[src/hw/rtl/lpl_div.sv]
// restoring divider, one quotient bit per cycle
module lpl_div #(
  parameter int NUM_W = 33,
  parameter int DEN_W = 16
) (
  input  logic             clk,
  input  logic             rst_n,
  input  logic             start,
  input  logic [NUM_W-1:0] num,
  input  logic [DEN_W-1:0] den,
  output logic             done,
  output logic [NUM_W-1:0] quot
);

  localparam int CNT_W = $clog2(NUM_W + 1);

  logic [DEN_W-1:0] rem_r, rem_nxt;
  logic [DEN_W-1:0] den_r;
  logic [NUM_W-1:0] quo_r, quo_nxt;
  logic [CNT_W-1:0] cnt_r;
  logic             busy_r;
  logic             done_r;
  logic [DEN_W:0]   rem_sh;
  logic [DEN_W:0]   rem_sub;

  always_comb begin
    rem_sh  = {rem_r, quo_r[NUM_W-1]};
    rem_sub = rem_sh - {1'b0, den_r};
    if (rem_sh >= {1'b0, den_r}) begin
      rem_nxt = rem_sub[DEN_W-1:0];
      quo_nxt = {quo_r[NUM_W-2:0], 1'b1};
    end else begin
      rem_nxt = rem_sh[DEN_W-1:0];
      quo_nxt = {quo_r[NUM_W-2:0], 1'b0};
    end
  end

  always_ff @(posedge clk) begin
    if (!rst_n) begin
      busy_r <= 1'b0;
      done_r <= 1'b0;
      cnt_r  <= '0;
    end else begin
      done_r <= 1'b0;
      if (start) begin
        busy_r <= 1'b1;
        cnt_r  <= CNT_W'(NUM_W);
      end else if (busy_r) begin
        cnt_r <= cnt_r - 1'b1;
        if (cnt_r == CNT_W'(1)) begin
          busy_r <= 1'b0;
          done_r <= 1'b1;
        end
      end
    end
  end

  always_ff @(posedge clk) begin
    if (start) begin
      rem_r <= '0;
      quo_r <= num;
      den_r <= den;
    end else if (busy_r) begin
      rem_r <= rem_nxt;
      quo_r <= quo_nxt;
    end
  end

  assign done = done_r;
  assign quot = quo_r;

endmodule

[config.mk]
export PLATFORM = sky130hd
export DESIGN_NAME = lpl_div
export DESIGN_NICKNAME = d
export VERILOG_FILES = /design/src/hw/rtl/lpl_div.sv
export SDC_FILE = /design/constraint.sdc
export NUM_CORES = 1
export LEC_CHECK = 0
export BUFFER_PORTS_ARGS = -buffer_cell sky130_fd_sc_hd__buf_2
export CAP_MARGIN = 10
export CORE_ASPECT_RATIO = 1.75
export CORE_MARGIN = 1
export CORE_UTILIZATION = 35
export DETAILED_ROUTE_END_ITERATION = 8
export SETUP_SLACK_MARGIN = 0.02
export SLEW_MARGIN = 5
export SYNTH_ARGS = -nofsm -noshare
export SYNTH_HDL_FRONTEND = slang
export SYNTH_SLANG_ARGS = --single-unit
[constraint.sdc]
create_clock -name clk -period 3.2 [get_ports clk]
set_input_delay 0.32 -clock clk [delete_from_list [all_inputs] [get_ports clk]]
set_output_delay 0.32 -clock clk [all_outputs]
set_load 0.02 [all_outputs]
==> results.txt <==
- Average size of a mapped cell: 11.3 sq um
* Prevailing post-synth register cell: sky130_fd_sc_hd__edfxtp_1
- Bufs on Longest Clock Path: 2
- Biggest area consumer among synthesized cells: sky130_fd_sc_hd__edfxtp_1
* Internal power: 2.00 mW
- The critical path is of the reg2reg type.
- Part of the total power dissipated in sequential elements: 42.2%
- The first routing iteration left 183 violations.
* Relative area change from synthesis to final layout: 23.6%
- The initial antenna violation count is 0.
- Critical register-to-register path endpoint: rem_r[10]
- Most common library cell in the layout ignoring fill and taps: sky130_fd_sc_hd__buf_2
* Final-report max-slew violation count: 0
- Count of nets left with antenna violations after detail routing: 0
* Met3 Track Usage GR: 4.50%
- Detailed routing inserted a total of 2,951 vias.
- Detailed Place HPWL: about 6600 microns
- Worst endpoint data arrival time: 2.90 ns
- Once layout is done, the placed cells without fillers occupy 4740 sq um.
- Nets: 499
* Slew headroom: 47.2%
* Total Routed Length: between 8000 and 9000 microns
- Number of gates given a new drive strength after cts: 0
* Cts bufs inserted: 9
* Main combinational cell family by area after synthesis: compound AO/OA/AOI/OAI gates
* Average detailed-routed wire length per instance: 15.7 microns
- Entering global routing, the biggest net connects 34 pins.
- At the end of routability-driven placement, the weighted congestion stood at 0.864.
- The worst setup path is captured at a flip-flop.
* GR Layer Usage met1: 18.4%
* Number of maximum-capacitance constraint violations: 0
- CP startpoint kind: flip-flop
- HP Class: in2reg
- Post-route fraction of the period consumed by the critical path: 83.2%
* Global-route wire length before repair: 14,500 microns
- TritonCTS built the clock tree.
- Of the cells placed in the final design, the portion with a size suffix greater than 1 is 33.3%.
- Latest clock arrival within the worst-skew pair: 0.33 ns
- Mux cell area share after synthesis: between 10 and 15%
- From bottom edge to top edge, the die measures roughly 140 microns.
- Seq/Total Area, Yosys: 50.9%
* Maximum vdd drop: 416 uV
- Number of instances on the worst hold path: 1
- The clock drives 73 sinks.
- Buffer type at the clock tree root: sky130_fd_sc_hd__clkbuf_16
* Syn Nets: between 400 and 500
- Logic pwr share: ~17%
- Gr busiest metal: met2
* Total I/O pin count: 86
* Switching portion of total power: 26.0%
- Number of I/O port buffers: 85
- Leaving out fill and tap cells, the most frequent cells in the layout are 85 x sky130_fd_sc_hd__buf_2, 49 x sky130_fd_sc_hd__edfxtp_1, 32 x sky130_fd_sc_hd__mux2_2.
- Core area: 10,700 sq um
- Depth of the most critical reg-to-reg path: 9
- Number of library cell types mapped by synthesis: 53
* Number of levels the H-tree was split into: 3
* Drt via density: 5.24
- Post-CTS timing repair inserted 0 buffers for setup.
- For this run, asynchronously set or reset flops after synthesis account for 0%.
- Die Outline Area: ~11,000 sq um
* RSZ-0062 raised after global routing: no
- Fill cell instance count of the final layout: slightly above 1,000
- Total Routing Usage GR: between 15 and 20%
- Number of remaining DRC errors: 0
* Required time worst endpoint: 3.44 ns
- Areal power density over the cells: 570 nW/um^2
- Transition time at the pin with the least slew margin: 0.789 ns
* Total cell area at the placement stage: between 4000 and 5000 sq um
- Yosys printed 0 warnings.
- Origin of the worst min-delay path: den[2]
- Initial cell density of the core: 35.9%
- Cts hold-fix bufs: 0
- 0 antenna diodes ended up in the layout.
- Synthesized instance count: 339
- Final Hold Violating Endpoints: 0
- Critical-path maximum fanout: 14
- Basic-gate share of the synthesized area counting and, or, nand and nor cells: between 10% and 20%
* Top achievable clock speed: 376 MHz
- Clock-pin slew was measured on the worst setup and hold paths at 0.06 ns.
* Reported leakage power: a little over 2 nW
* Adder and majority cell fraction of the synthesized area: 6.39%
- Setup violations remaining at the end of the flow were counted as 0.
- On the final layout, the worst clock skew is 0.0108 ns.
- In this run the core area contains 50 standard-cell rows.
- Number of global-route vias before repair: 3,051
* Number of flops mapped to enable cells by yosys: 49
* First-pass detailed-route iteration total: 5
- The cell area that synthesis handed to floorplanning was ~3800 sq um.
- Fraction of the mapped netlist area in compound gates: 13.6%
* Top area cells in the synthesized netlist: sky130_fd_sc_hd__edfxtp_1 38%, sky130_fd_sc_hd__dfxtp_1 13%, sky130_fd_sc_hd__mux2_2 9.4%, sky130_fd_sc_hd__ha_1 5.9%, sky130_fd_sc_hd__nor2_1 2.7%
* Die Wd: around 81 microns
- Number of synthesized register bits: 73
- Post-Synth XOR/XNOR Area: 3.42%
- Hold EP: den_r[2]
- Global routing usage on met2: 29.2%
- In this run the critical register-to-register path is launched from den_r[1].
- Summed over all failing endpoints, the final setup total negative slack is 0 ns.
- In this run the register-to-register setup slack is approximately 0.54 ns.
- The run finished with clean final reports.
- For this design the total switching power over the nets is 0.703 mW.
- The share of synthesized area in the top cell type comes to 38.3%.
- Hold timing on the final database bottoms out at a slack of around 0.16 ns.
- Share of power burned in the clock network: 40.6%
* Overflow after GRT: 0
* Final critical-path required period: 2.66 ns
-- worst max-delay path: stages (launching register included) --
cell and delay (ns):
sky130_fd_sc_hd__edfxtp_1 0.41, sky130_fd_sc_hd__inv_1 0.08, sky130_fd_sc_hd__ha_1 0.23, sky130_fd_sc_hd__nor2b_4 0.14, sky130_fd_sc_hd__o31a_1 0.28, sky130_fd_sc_hd__o2111a_1 0.29
sky130_fd_sc_hd__a211oi_4 0.60, sky130_fd_sc_hd__buf_4 0.31, sky130_fd_sc_hd__a32oi_1 0.11, sky130_fd_sc_hd__o31ai_1 0.11
-- registers in the layout, indices dropped and copies added, names as in the netlist --
name and flops:
busy_r 1, quot 33, den_r 16, done 1, cnt_r 6, rem_r 16
-- power by group through the flow --
stage / Combinational, mW / Sequential, mW / Clock, mW
finish: 0.465 / 1.14 / 1.10
global route: 0.510 / 1.15 / 1.16
CTS: 0.468 / 1.14 / 1.12
detailed placement: 0.465 / 1.16 / 0
global placement: 0.459 / 1.16 / 0
floorplan: 0.260 / 1.21 / 0
-- cell families (layout without fill, tap and decap cells) --
logic type,count (synthesis),in the layout
adders and majority gates,19,19
muxes,38,38
xor gates and xnor gates,15,15
buffers and inverters,38,132
AOI/OAI and AO/OA,72,72
DFF,73,73
and+or+nand+nor,84,84
-- synthesized netlist by cell type, types with 2 or more instances --
library cell and number:
sky130_fd_sc_hd__nor3_1 8, sky130_fd_sc_hd__a32oi_1 7, sky130_fd_sc_hd__a21o_1 4, sky130_fd_sc_hd__a211oi_1 6, sky130_fd_sc_hd__o31ai_1 2, sky130_fd_sc_hd__buf_1 3
sky130_fd_sc_hd__o311ai_0 3, sky130_fd_sc_hd__nand2_1 17, sky130_fd_sc_hd__nand4_1 2, sky130_fd_sc_hd__o21ai_0 10, sky130_fd_sc_hd__o21bai_1 2, sky130_fd_sc_hd__inv_1 24
sky130_fd_sc_hd__nor2_1 28, sky130_fd_sc_hd__edfxtp_1 49, sky130_fd_sc_hd__or2_2 2, sky130_fd_sc_hd__dfxtp_1 24, sky130_fd_sc_hd__a21oi_1 14, sky130_fd_sc_hd__ha_1 18
sky130_fd_sc_hd__clkbuf_1 5, sky130_fd_sc_hd__and3_1 3, sky130_fd_sc_hd__o31a_1 2, sky130_fd_sc_hd__nand2b_1 8, sky130_fd_sc_hd__a311oi_1 3, sky130_fd_sc_hd__a31oi_1 2
sky130_fd_sc_hd__buf_2 5, sky130_fd_sc_hd__o21a_1 5, sky130_fd_sc_hd__nand3_1 7, sky130_fd_sc_hd__xnor2_1 7, sky130_fd_sc_hd__xor2_1 8, sky130_fd_sc_hd__nor2b_1 2
sky130_fd_sc_hd__mux2i_1 6, sky130_fd_sc_hd__mux2_2 32
-- final cells by class --
| cell class | count | area, sq um | share of cell area (%) |
|---|---|---|---|
| inverter | 24 | 90.1 | 1.90 |
| timing repair buffer | 92 | 478 | 10.1 |
| sequential | 73 | 1950 | 41.2 |
| multi-input combinational | 228 | 1730 | 36.5 |
| clock buffer | 10 | 239 | 5.04 |
| clock inverter | 6 | 91.3 | 1.93 |
| tap | 130 | 163 | 3.43 |
-- worst max path at each step --
stage	from	end	slack, ns	cells after the start
after floorplan	quot[32]	rem_r[14]	0.83	9
after global placement	den_r[1]	rem_r[7]	0.63	9
after detailed placement	den_r[1]	rem_r[7]	0.58	9
after CTS	den_r[1]	rem_r[10]	0.56	9
after global routing	den_r[1]	rem_r[11]	0.36	9
final	den_r[1]	rem_r[10]	0.54	9
-- per-stage QoR --
stage	cells	utilization (%)	power (mW)	worst slack (ns)
after floorplan	339	-	1.47	0.830
after global placement	547	41.2	1.62	0.631
after detailed placement	547	41.2	1.62	0.582
after CTS	563	44.3	2.73	0.558
after global routing	563	44.3	2.82	0.359
final	563	44.3	2.70	0.539
-- routing by layer --
metal / wire [microns] / share of wire (%)
met5: 0 / 0
met4: 275 / 3.1
met3: 484 / 5.5
met2: 4650 / 52
met1: 3440 / 39
Note: power is estimated with default switching activity, not from simulation.
